$ cat src/rtl/tli_pkg.sv
// Shared types and constants for the table linear interpolator.
package tli_pkg;

  localparam int DATA_W = 32;
  localparam int IDX_W  = 10;
  localparam int CNT_W  = 11;
  localparam int DIFF_W = 33;
  localparam int QUO_W  = 36;
  localparam int Q_W    = 35;
  localparam int STEP_W = 6;

  // Narrow test: dx * DX_SCALE below one in fixed point
  localparam longint DX_SCALE = 100000;

  localparam logic OP_WRITE = 1'b0;
  localparam logic OP_QUERY = 1'b1;

  // Request to the shared multiply/divide unit
  typedef struct packed {
    logic              start;
    logic [DIFF_W-1:0] mx;
    logic [DIFF_W-1:0] my;
    logic [DIFF_W-1:0] dx;
  } md_req_t;

  // Reply from the shared multiply/divide unit
  typedef struct packed {
    logic           busy;
    logic           done;
    logic [Q_W-1:0] q;
  } md_rsp_t;

endpackage

$ cat src/rtl/tli_muldiv.sv
// Shared add/subtract unit: shift-add multiply, restoring divide, rounding.
module tli_muldiv import tli_pkg::*; (
  input  logic    clk,
  input  logic    rst,
  input  md_req_t req,
  output md_rsp_t rsp
);

  typedef enum logic [5:0] {
    M_IDLE = 6'b000001,
    M_MUL  = 6'b000010,
    M_OVF  = 6'b000100,
    M_DIV  = 6'b001000,
    M_RND  = 6'b010000,
    M_DONE = 6'b100000
  } mstate_t;

  mstate_t           st, st_next;
  logic [STEP_W-1:0] cnt;
  logic [DIFF_W-1:0] mx, dx;
  logic [DIFF_W-1:0] acc;
  logic [DIFF_W-1:0] lo;
  logic [DIFF_W-1:0] rem;
  logic [QUO_W-1:0]  quo;
  logic              ovf;
  logic [Q_W-1:0]    q;

  logic [DIFF_W:0]   op_a, op_b;
  logic              op_sub;
  logic [DIFF_W+1:0] res;
  logic              res_ge;
  logic [QUO_W-1:0]  q_inc;

  // Operand selection for the one adder
  always_comb begin
    op_a   = '0;
    op_b   = '0;
    op_sub = 1'b0;
    unique case (st)
      M_MUL: begin
        op_a = {1'b0, acc};
        op_b = lo[0] ? {1'b0, mx} : '0;
      end
      M_OVF: begin
        op_a   = {1'b0, rem};
        op_b   = {1'b0, dx};
        op_sub = 1'b1;
      end
      M_DIV: begin
        op_a   = {rem, quo[QUO_W-1]};
        op_b   = {1'b0, dx};
        op_sub = 1'b1;
      end
      M_RND: begin
        op_a   = {rem, 1'b0};
        op_b   = {1'b0, dx};
        op_sub = 1'b1;
      end
      default: ;
    endcase
  end

  assign res    = {1'b0, op_a} + (op_sub ? ~{1'b0, op_b} : {1'b0, op_b})
                  + {{(DIFF_W+1){1'b0}}, op_sub};
  assign res_ge = ~res[DIFF_W+1];
  assign q_inc  = quo + {{(QUO_W-1){1'b0}}, res_ge};

  // Sequencer
  always_comb begin
    st_next = st;
    unique case (st)
      M_IDLE: if (req.start) st_next = M_MUL;
      M_MUL:  if (cnt == STEP_W'(DIFF_W - 1)) st_next = M_OVF;
      M_OVF:  st_next = M_DIV;
      M_DIV:  if (cnt == STEP_W'(QUO_W - 1)) st_next = M_RND;
      M_RND:  st_next = M_DONE;
      M_DONE: st_next = M_IDLE;
      default: st_next = M_IDLE;
    endcase
  end

  always_ff @(posedge clk) begin
    if (rst) begin
      st <= M_IDLE;
    end else begin
      st <= st_next;
    end
  end

  // Datapath registers
  always_ff @(posedge clk) begin
    unique case (st)
      M_IDLE: begin
        mx  <= req.mx;
        dx  <= req.dx;
        lo  <= req.my;
        acc <= '0;
        cnt <= '0;
      end
      M_MUL: begin
        acc <= res[DIFF_W:1];
        lo  <= {res[0], lo[DIFF_W-1:1]};
        cnt <= (cnt == STEP_W'(DIFF_W - 1)) ? '0 : cnt + STEP_W'(1);
      end
      M_OVF: begin
        // Quotient too large for the low quotient bits: saturate later
        ovf <= res_ge;
      end
      M_DIV: begin
        rem <= res_ge ? res[DIFF_W-1:0] : op_a[DIFF_W-1:0];
        quo <= {quo[QUO_W-2:0], res_ge};
        cnt <= cnt + STEP_W'(1);
      end
      M_RND: begin
        if (ovf || q_inc > QUO_W'(1) << (Q_W - 1)) q <= Q_W'(1) << (Q_W - 1);
        else q <= q_inc[Q_W-1:0];
      end
      M_DONE: ;
      default: ;
    endcase
    // Split the product into the first partial remainder and the low bits
    if (st == M_MUL && cnt == STEP_W'(DIFF_W - 1)) begin
      rem <= DIFF_W'(res[DIFF_W:4]);
      quo <= {res[3:1], res[0], lo[DIFF_W-1:1]};
    end
  end

  assign rsp.busy = (st != M_IDLE);
  assign rsp.done = (st == M_DONE);
  assign rsp.q    = q;

endmodule

$ cat config.mk
export PLATFORM = sky130hd
export DESIGN_NAME = tli_muldiv
export DESIGN_NICKNAME = d
export VERILOG_FILES = /design/src/rtl/tli_pkg.sv /design/src/rtl/tli_muldiv.sv
export SDC_FILE = /design/constraint.sdc
export NUM_CORES = 1
export LEC_CHECK = 0
export ABC_CLOCK_PERIOD_IN_PS = 11500
export BUFFER_PORTS_ARGS = -buffer_cell sky130_fd_sc_hd__buf_4
export CAP_MARGIN = 40
export CORE_UTILIZATION = 40
export DETAILED_ROUTE_END_ITERATION = 10
export HOLD_SLACK_MARGIN = 0.12
export PLACE_DENSITY_LB_ADDON = 0.08
export SETUP_SLACK_MARGIN = 0.3
export SLEW_MARGIN = 20
export SYNTH_ARGS = -nofsm -noshare
export SYNTH_HDL_FRONTEND = slang
export SYNTH_SLANG_ARGS = --single-unit
export TNS_END_PERCENT = 10
$ cat constraint.sdc
create_clock -name clk -period 11.5 [get_ports clk]
set_clock_uncertainty 0.2 [all_clocks]
set_input_delay 0 -clock clk [delete_from_list [all_inputs] [get_ports clk]]
set_output_delay 0 -clock clk [all_outputs]
set_load 0.01 [all_outputs]
==> Word-level counts from Yosys, hierarchy flattened <==
Index checks and enable logic that the tools add are counted.
{ "classes": {"bitwise_logic": 2, "n_reduce_logical": 7, "n_mux": 18, "order_cmp": 1, "addsub": 4, "n_eq_ne": 12} }
{ "op_table": {"columns": ["cell", "count"], "rows": [
  ["$pmux 33 s2", 3],
  ["$pmux 34 s4", 1],
  ["$mux 36", 2],
  ["$mux 33", 2],
  ["$mux 30", 2],
  ["$add 36x1->36", 1],
  ["$gt 36x35->1 const B", 1],
  ["$add 34x35->35", 1],
  ["$add 35x1->35", 1],
  ["$mux 35", 1],
  ["$not 34->35", 1],
  ["$pmux 6 s5", 1],
  ["$mux 6", 4],
  ["$eq 6x6->1 const B", 3],
  ["$pmux 6 s3", 1],
  ["$add 6x1->6 const B", 1],
  ["$eq 6x1->1 const B", 1],
  ["$eq 6x2->1 const B", 1],
  ["$eq 6x3->1 const B", 1],
  ["$eq 6x4->1 const B", 1],
  ["$eq 6x5->1 const B", 1],
  ["$ne 2x2->1 const B", 3],
  ["$ne 6x1->1 const B", 1],
  ["$reduce_bool 2->1", 2],
  ["other kinds (7)", 7]
]} }
{ "totals": {"elab_cells": 55, "register_bits": 249, "output_inout_bits": 37, "inputBits": 102} }

==> Logic depth before layout (Yosys ltp) <==
{ "depth": {"word_depth": 11, "depth_mapped": 33} }

==> Least setup slack after synthesis <==
No wires, ideal clock.
{ "synth_timing": {"kind": "register -> register", "from": "register st[3]", "to": "register q[24], data pin", "slack_ns": 3.367, "setup_ns": 0.150, "arrival_time_ns": 7.783, "path_buffers": 6, "stages_incl_launch_ff": 31, "cell_sequence": "dfxtp_1 -> or4_1 -> nor3b_1 -> clkbuf_1 -> a22oi_1 -> nand2_1 -> ha_1 -> clkbuf_1 -> a21oi_1 -> o21ai_0 -> a221oi_1 -> a21oi_1 -> o2111ai_1 -> a21oi_1 -> nor3_1 -> clkbuf_1 -> clkbuf_1 -> ha_1 -> ha_1 -> nand4_2 -> nor4_4 -> and3_1 -> and3_1 -> o2111ai_1 -> or4_1 -> a2111oi_2 -> nand4_1 -> o41a_1 -> buf_4 -> buf_6 -> nor3_2"} }
{ "synth_via": {"elab_chain_len": 11, "elab_cells_between_ends": 16, "classes_between": "3 x add/sub; 1 x order compare; 4 x eq/ne; 4 x mux; 2 x bitwise; 2 x reduce/logical"} }
{ "synth_rtl": {"columns": ["element", "line", "rtl"], "rows": [
  ["start: declaration", "tli_muldiv.sv:18", "mstate_t st, st_next;"],
  ["start signal: assignment", "tli_muldiv.sv:86", "st <= st_next;"],
  ["$eq 6x5->1 (tied with other cells)", "tli_muldiv.sv:39", "unique case (st)"],
  ["$reduce_or 3->1 (no line)", null, null],
  ["$pmux 33 s2", "tli_muldiv.sv:39", null],
  ["$not 34->35", "tli_muldiv.sv:63", "assign res = {1'b0, op_a} + (op_sub ? ~{1'b0, op_b} : {1'b0, op_b})"],
  ["$mux 35", "tli_muldiv.sv:63", null],
  ["$add 34x35->35", "tli_muldiv.sv:63", null],
  ["$add 35x1->35 (*)", "tli_muldiv.sv:64", "+ {{(DIFF_W+1){1'b0}}, op_sub};"],
  ["$not 1->1 (*)", "tli_muldiv.sv:65", "assign res_ge = ~res[DIFF_W+1];"],
  ["net res_ge", "tli_muldiv.sv:31", "logic res_ge;"],
  ["$add 36x1->36 (*)", "tli_muldiv.sv:66", "assign q_inc = quo + {{(QUO_W-1){1'b0}}, res_ge};"],
  ["$gt 36x35->1", "tli_muldiv.sv:115", "if (ovf || q_inc > QUO_W'(1) << (Q_W - 1)) q <= Q_W'(1) << (Q_W - 1);"],
  ["$logic_or 1x1->1", "tli_muldiv.sv:115", null],
  ["end signal: assignment", "tli_muldiv.sv:115", null],
  ["end signal: assignment", "tli_muldiv.sv:116", "else q <= q_inc[Q_W-1:0];"],
  ["end: declaration", "tli_muldiv.sv:26", "logic [Q_W-1:0] q;"]
]} }
Mark *: on every way through the listed nets, which the timed path passes. The rest lies on a longest branch.
A chain may end at the register's enable or synchronous reset.

==> Worst setup path after layout <==
{ "layout_timing": {"from": "register st[5]", "to": "register q[6], data pin"} }
{ "layout_via": {"elab_chain_len": 11, "elab_cells_between_ends": 16, "classes_between": "3 x add/sub; 1 x order compare; 4 x eq/ne; 4 x mux; 2 x bitwise; 2 x reduce/logical"} }
{ "layout_rtl": {"columns": ["element", "line"], "rows": [
  ["$eq 6x5->1 (tied with other cells)", "tli_muldiv.sv:39"],
  ["$reduce_or 3->1 (no line)", null],
  ["$pmux 33 s2", "tli_muldiv.sv:39"],
  ["$not 34->35", "tli_muldiv.sv:63"],
  ["$mux 35", "tli_muldiv.sv:63"],
  ["$add 34x35->35", "tli_muldiv.sv:63"],
  ["$add 35x1->35 (*)", "tli_muldiv.sv:64"],
  ["$not 1->1 (*)", "tli_muldiv.sv:65"],
  ["$add 36x1->36 (*)", "tli_muldiv.sv:66"],
  ["$gt 36x35->1", "tli_muldiv.sv:115"],
  ["$logic_or 1x1->1", "tli_muldiv.sv:115"]
]} }
Mark *: on every way between the ends. The rest lies on a longest branch, timed or not.

==> results.rst <==
.. list-table::
   :header-rows: 1

   * - Metric
     - Value
   * - Run status
     - finished clean
   * - Netlist area before placement
     - 13300 um2
   * - CTS root buffer
     - clkbuf_16
   * - Synth Net Count
     - 1386
   * - Max Buffers Root-to-Sink
     - 3
   * - Number of filler instances in the final layout
     - just under 3000
   * - Pre-antenna DRT Iters
     - 6
   * - Final critical path time including I/O delays and setup
     - 8620 ps
   * - Upper clock frequency limit
     - 116 MHz
   * - Area growth syn-to-layout
     - 33.1%
   * - Compound-gate portion of the synthesized area
     - 11.7%
   * - Maximum number of pins on one net before global-route repair
     - 67
   * - Smallest hold slack
     - about 130 ps
   * - IO Pins
     - approximately 140
   * - Unrepaired setup endpoints after global routing
     - no
   * - Buffers added on ports
     - around 140
   * - Post-Syn Area per Cell
     - 10.7 um2
   * - First-pass GRT wire length
     - 56.5 mm
   * - Async set-reset flop share out of synthesis
     - 0%
   * - Relative slew slack
     - 42.1%
   * - Worst Setup End Kind
     - flop
   * - Number of core rows
     - 66
   * - Final setup vio count
     - 0
   * - Worst Path Required
     - 11670 ps
   * - Register area
     - 7390 um2
   * - Worst setup SP type
     - flop
   * - Final-report max-slew violation count
     - 0
   * - Area occupied by multi-input gates
     - approximately 5600 um2
   * - Post-synthesis share of cell area spent on and, or, nand and nor gates
     - 16.9%
   * - Fin Setup TNS
     - 0 ps
   * - DP Wirelength
     - 22.9 mm
   * - Count of non-filler cells in the finished layout
     - ~2000
   * - Post-synthesis share of cell area spent on xor and xnor gates
     - 4.20%
   * - Inserted Clock Buffers
     - 29
   * - Final core utilization
     - approximately 54%
   * - Aggregate global-route resource usage
     - 20.9%
   * - Period utilisation layout
     - around 75%
   * - Critical path data arrival time
     - 8790 ps
   * - Leakage power of the design
     - approximately 7.1 nW
   * - TritonCTS clock tree
     - done
   * - Crit-path max FO
     - 26
   * - Detail-routed via count per cell
     - roughly 5.2
   * - Number of routed nets with antenna violations
     - 0
   * - Number of warnings issued by yosys
     - 0
   * - Fraction of final layout cells with drive strength greater than 1
     - 15.8%
   * - Fraction of the yosys area taken by sequential cells
     - between 50% and 60%
   * - DIE AREA
     - 34100 um2
   * - Total via count in the routed design
     - around 11000
   * - Post-placement cell count
     - 1787
   * - Max-cap violation count
     - 0
   * - Post-route total power
     - 2.36 mW
   * - Predominant post-synthesis flop cell
     - edfxtp_1
   * - Number of sinks handled by clock tree synthesis
     - 249
   * - ANT cells
     - 0
   * - Clock-pin slew on the worst setup and hold paths
     - 60 ps
   * - Number of distinct library cell variants in the gate-level netlist after synthesis
     - 66
   * - Number of cells upsized or downsized after cts
     - 0
   * - Skew-Pair Late Insertion Delay
     - 550 ps
   * - Number of flops mapped to enable cells by yosys
     - 240
   * - Average routed wire per standard cell
     - around 17 um
   * - Antenna violations before repair
     - 0
   * - Count of unresolved DRC violations after routing
     - 0
   * - Dominant combinational cell family by area after synthesis
     - simple AND/OR/NAND/NOR gates
   * - WL final
     - 35.2 mm
   * - Final hold violations
     - 0
   * - Area share of fa/ha/maj cells after synthesis
     - 3.62%
   * - Pin slew with the least headroom to its limit
     - 867 ps
   * - Horizontal extent of the die
     - 185 um
   * - Layout Nets
     - 1718
   * - Vias in the first global route
     - 10800
   * - Worst vdd ir
     - roughly 0.11 mV
   * - Starting density of the core
     - 40.8%
   * - Path category of the worst min-delay check
     - input port to flop
   * - Number of violations reported at the end of detailed-routing iteration 0
     - 853
   * - Critical path class
     - flop to flop
   * - Placeable core area
     - 32700 um2
   * - Die span in y
     - approximately 180 um
   * - Weighted congestion at the end of routability-driven global placement
     - 0.888
   * - Multiplexer fraction of the synthesized cell area
     - 5.26%
   * - Synthesized netlist cell count
     - 1246
   * - Power per cell area
     - roughly 130 nW/um2
   * - H-tree depth reported by CTS
     - 1
   * - Total overflow reported by the global router
     - 0
   * - Number of storage elements in the synthesis netlist
     - 249
-- placed cells by master (no fill, tap or decap), types with 5 or more instances in the layout --
cell type	count
edfxtp_1	240
nand2_1	211
dlygate4sd3_1	200
buf_4	151
nor2_1	116
o21ai_0	89
a21oi_1	58
mux2_2	41
inv_1	39
ha_1	37
xnor2_1	32
xor2_1	32
clkbuf_16	29
nand3_1	26
a222oi_1	25
mux2i_1	24
and3_1	21
nor3_1	21
nand2b_1	13
nand4_1	12
and2_1	11
nor2b_1	11
clkinv_1	9
dfxtp_1	9
a211oi_1	8
nor4_1	7
o21a_1	7
nand3b_1	7
a22oi_1	7
clkbuf_1	7
a31oi_1	6
o211ai_1	6
a21o_1	6
or4_1	5
-- registers in the layout (all words and copies together) (netlist names) --
signal and flops:
rem 33, lo 33, quo 36, dx 33
cnt 6, acc 33, mx 33, st 6
ovf 1, q 35
-- layout make-up --
cell class / count / area share [%]
tap: 442 / 3.11
sequential: 249 / 41.6
clock buffer: 36 / 4.24
inverter: 40 / 0.846
multi-input combinational: 902 / 31.6
timing repair buffer: 356 / 18.2
clock inverter: 14 / 0.352
-- through the flow --
stage	worst slack (ps)	cell area (um2)
floorplan	3370	13300
global placement	2980	14800
detailed placement	2960	14900
CTS	2920	17700
global route	1980	17800
finish	2880	17800
-- cells in the mapped netlist, drive strengths merged (24+ instances only) --
cell	count	area, um2
o21ai	90	450
nand3	29	155
mux2	41	462
nand2	214	803
clkbuf	47	178
inv	40	150
nor3	24	130
edfxtp	240	7210
xor2	32	280
a222oi	25	250
nor2	117	439
xnor2	32	280
a21oi	58	290
mux2i	24	240
ha	37	463
-- worst paths after layout --
kind	from	end	slack [ps]	cells past startpoint
worst max-delay path	st[5]$_SDFFE_PP0P_	q[6]$_SDFFCE_PP0N_	2880	25
worst min-delay path	req[54]	lo[21]$_DFFE_PP_	130	4
worst max register to register	st[5]$_SDFFE_PP0P_	q[6]$_SDFFCE_PP0N_	2880	25
worst min register to register	rem[32]$_SDFFE_PP0N_	rem[32]$_SDFFE_PP0N_	300	2
-- cell families after synthesis --
| kind of cell | after synthesis |
|---|---|
| simple gates | 491 |
| flops | 249 |
| compound gates | 244 |
| buf+inv | 95 |
| mux | 65 |
| xor+xnor | 64 |
| fa+ha+maj | 38 |
-- power breakdown --
group | switching [mW] | total (mW) | internal, mW | leakage (nW)
Clock | 0.356 | 0.812 | 0.457 | 0.400
Combinational | 0.189 | 0.331 | 0.142 | 4.27
Sequential | 0.0538 | 1.22 | 1.17 | 2.40
-- critical path: stages, from the launching register on --
cell	delay [ps]
dfxtp_1	370
nor4_1	450
nand3b_1	420
nand2_1	790
a222oi_1	220
inv_1	120
ha_1	300
nand2_1	270
nor3_1	130
a221oi_1	510
a21oi_1	220
o2111ai_1	360
a21oi_1	150
nor3_2	240
ha_1	230
ha_1	200
nand4_2	190
nor4_4	450
nand3_1	280
nor3_1	300
nor2b_1	70
or4_1	540
a2111oi_2	340
nand4_1	120
o41a_2	640
nor3_1	290
-- routing by layer --
layer,global-route usage [%],up-vias,share of wire [%]
met1,26.0,5126,43
met3,2.47,51,3.8
met5,0,-,0
li1,-,5264,-
met2,38.3,255,51
met4,5.39,0,2.1
-- timing repair --
action                                 CTS  global route
hold buffers                           200             0
endpoints found under the hold margin  105             0
setup buffers                            0             0
(Power assumes the default switching activity.)
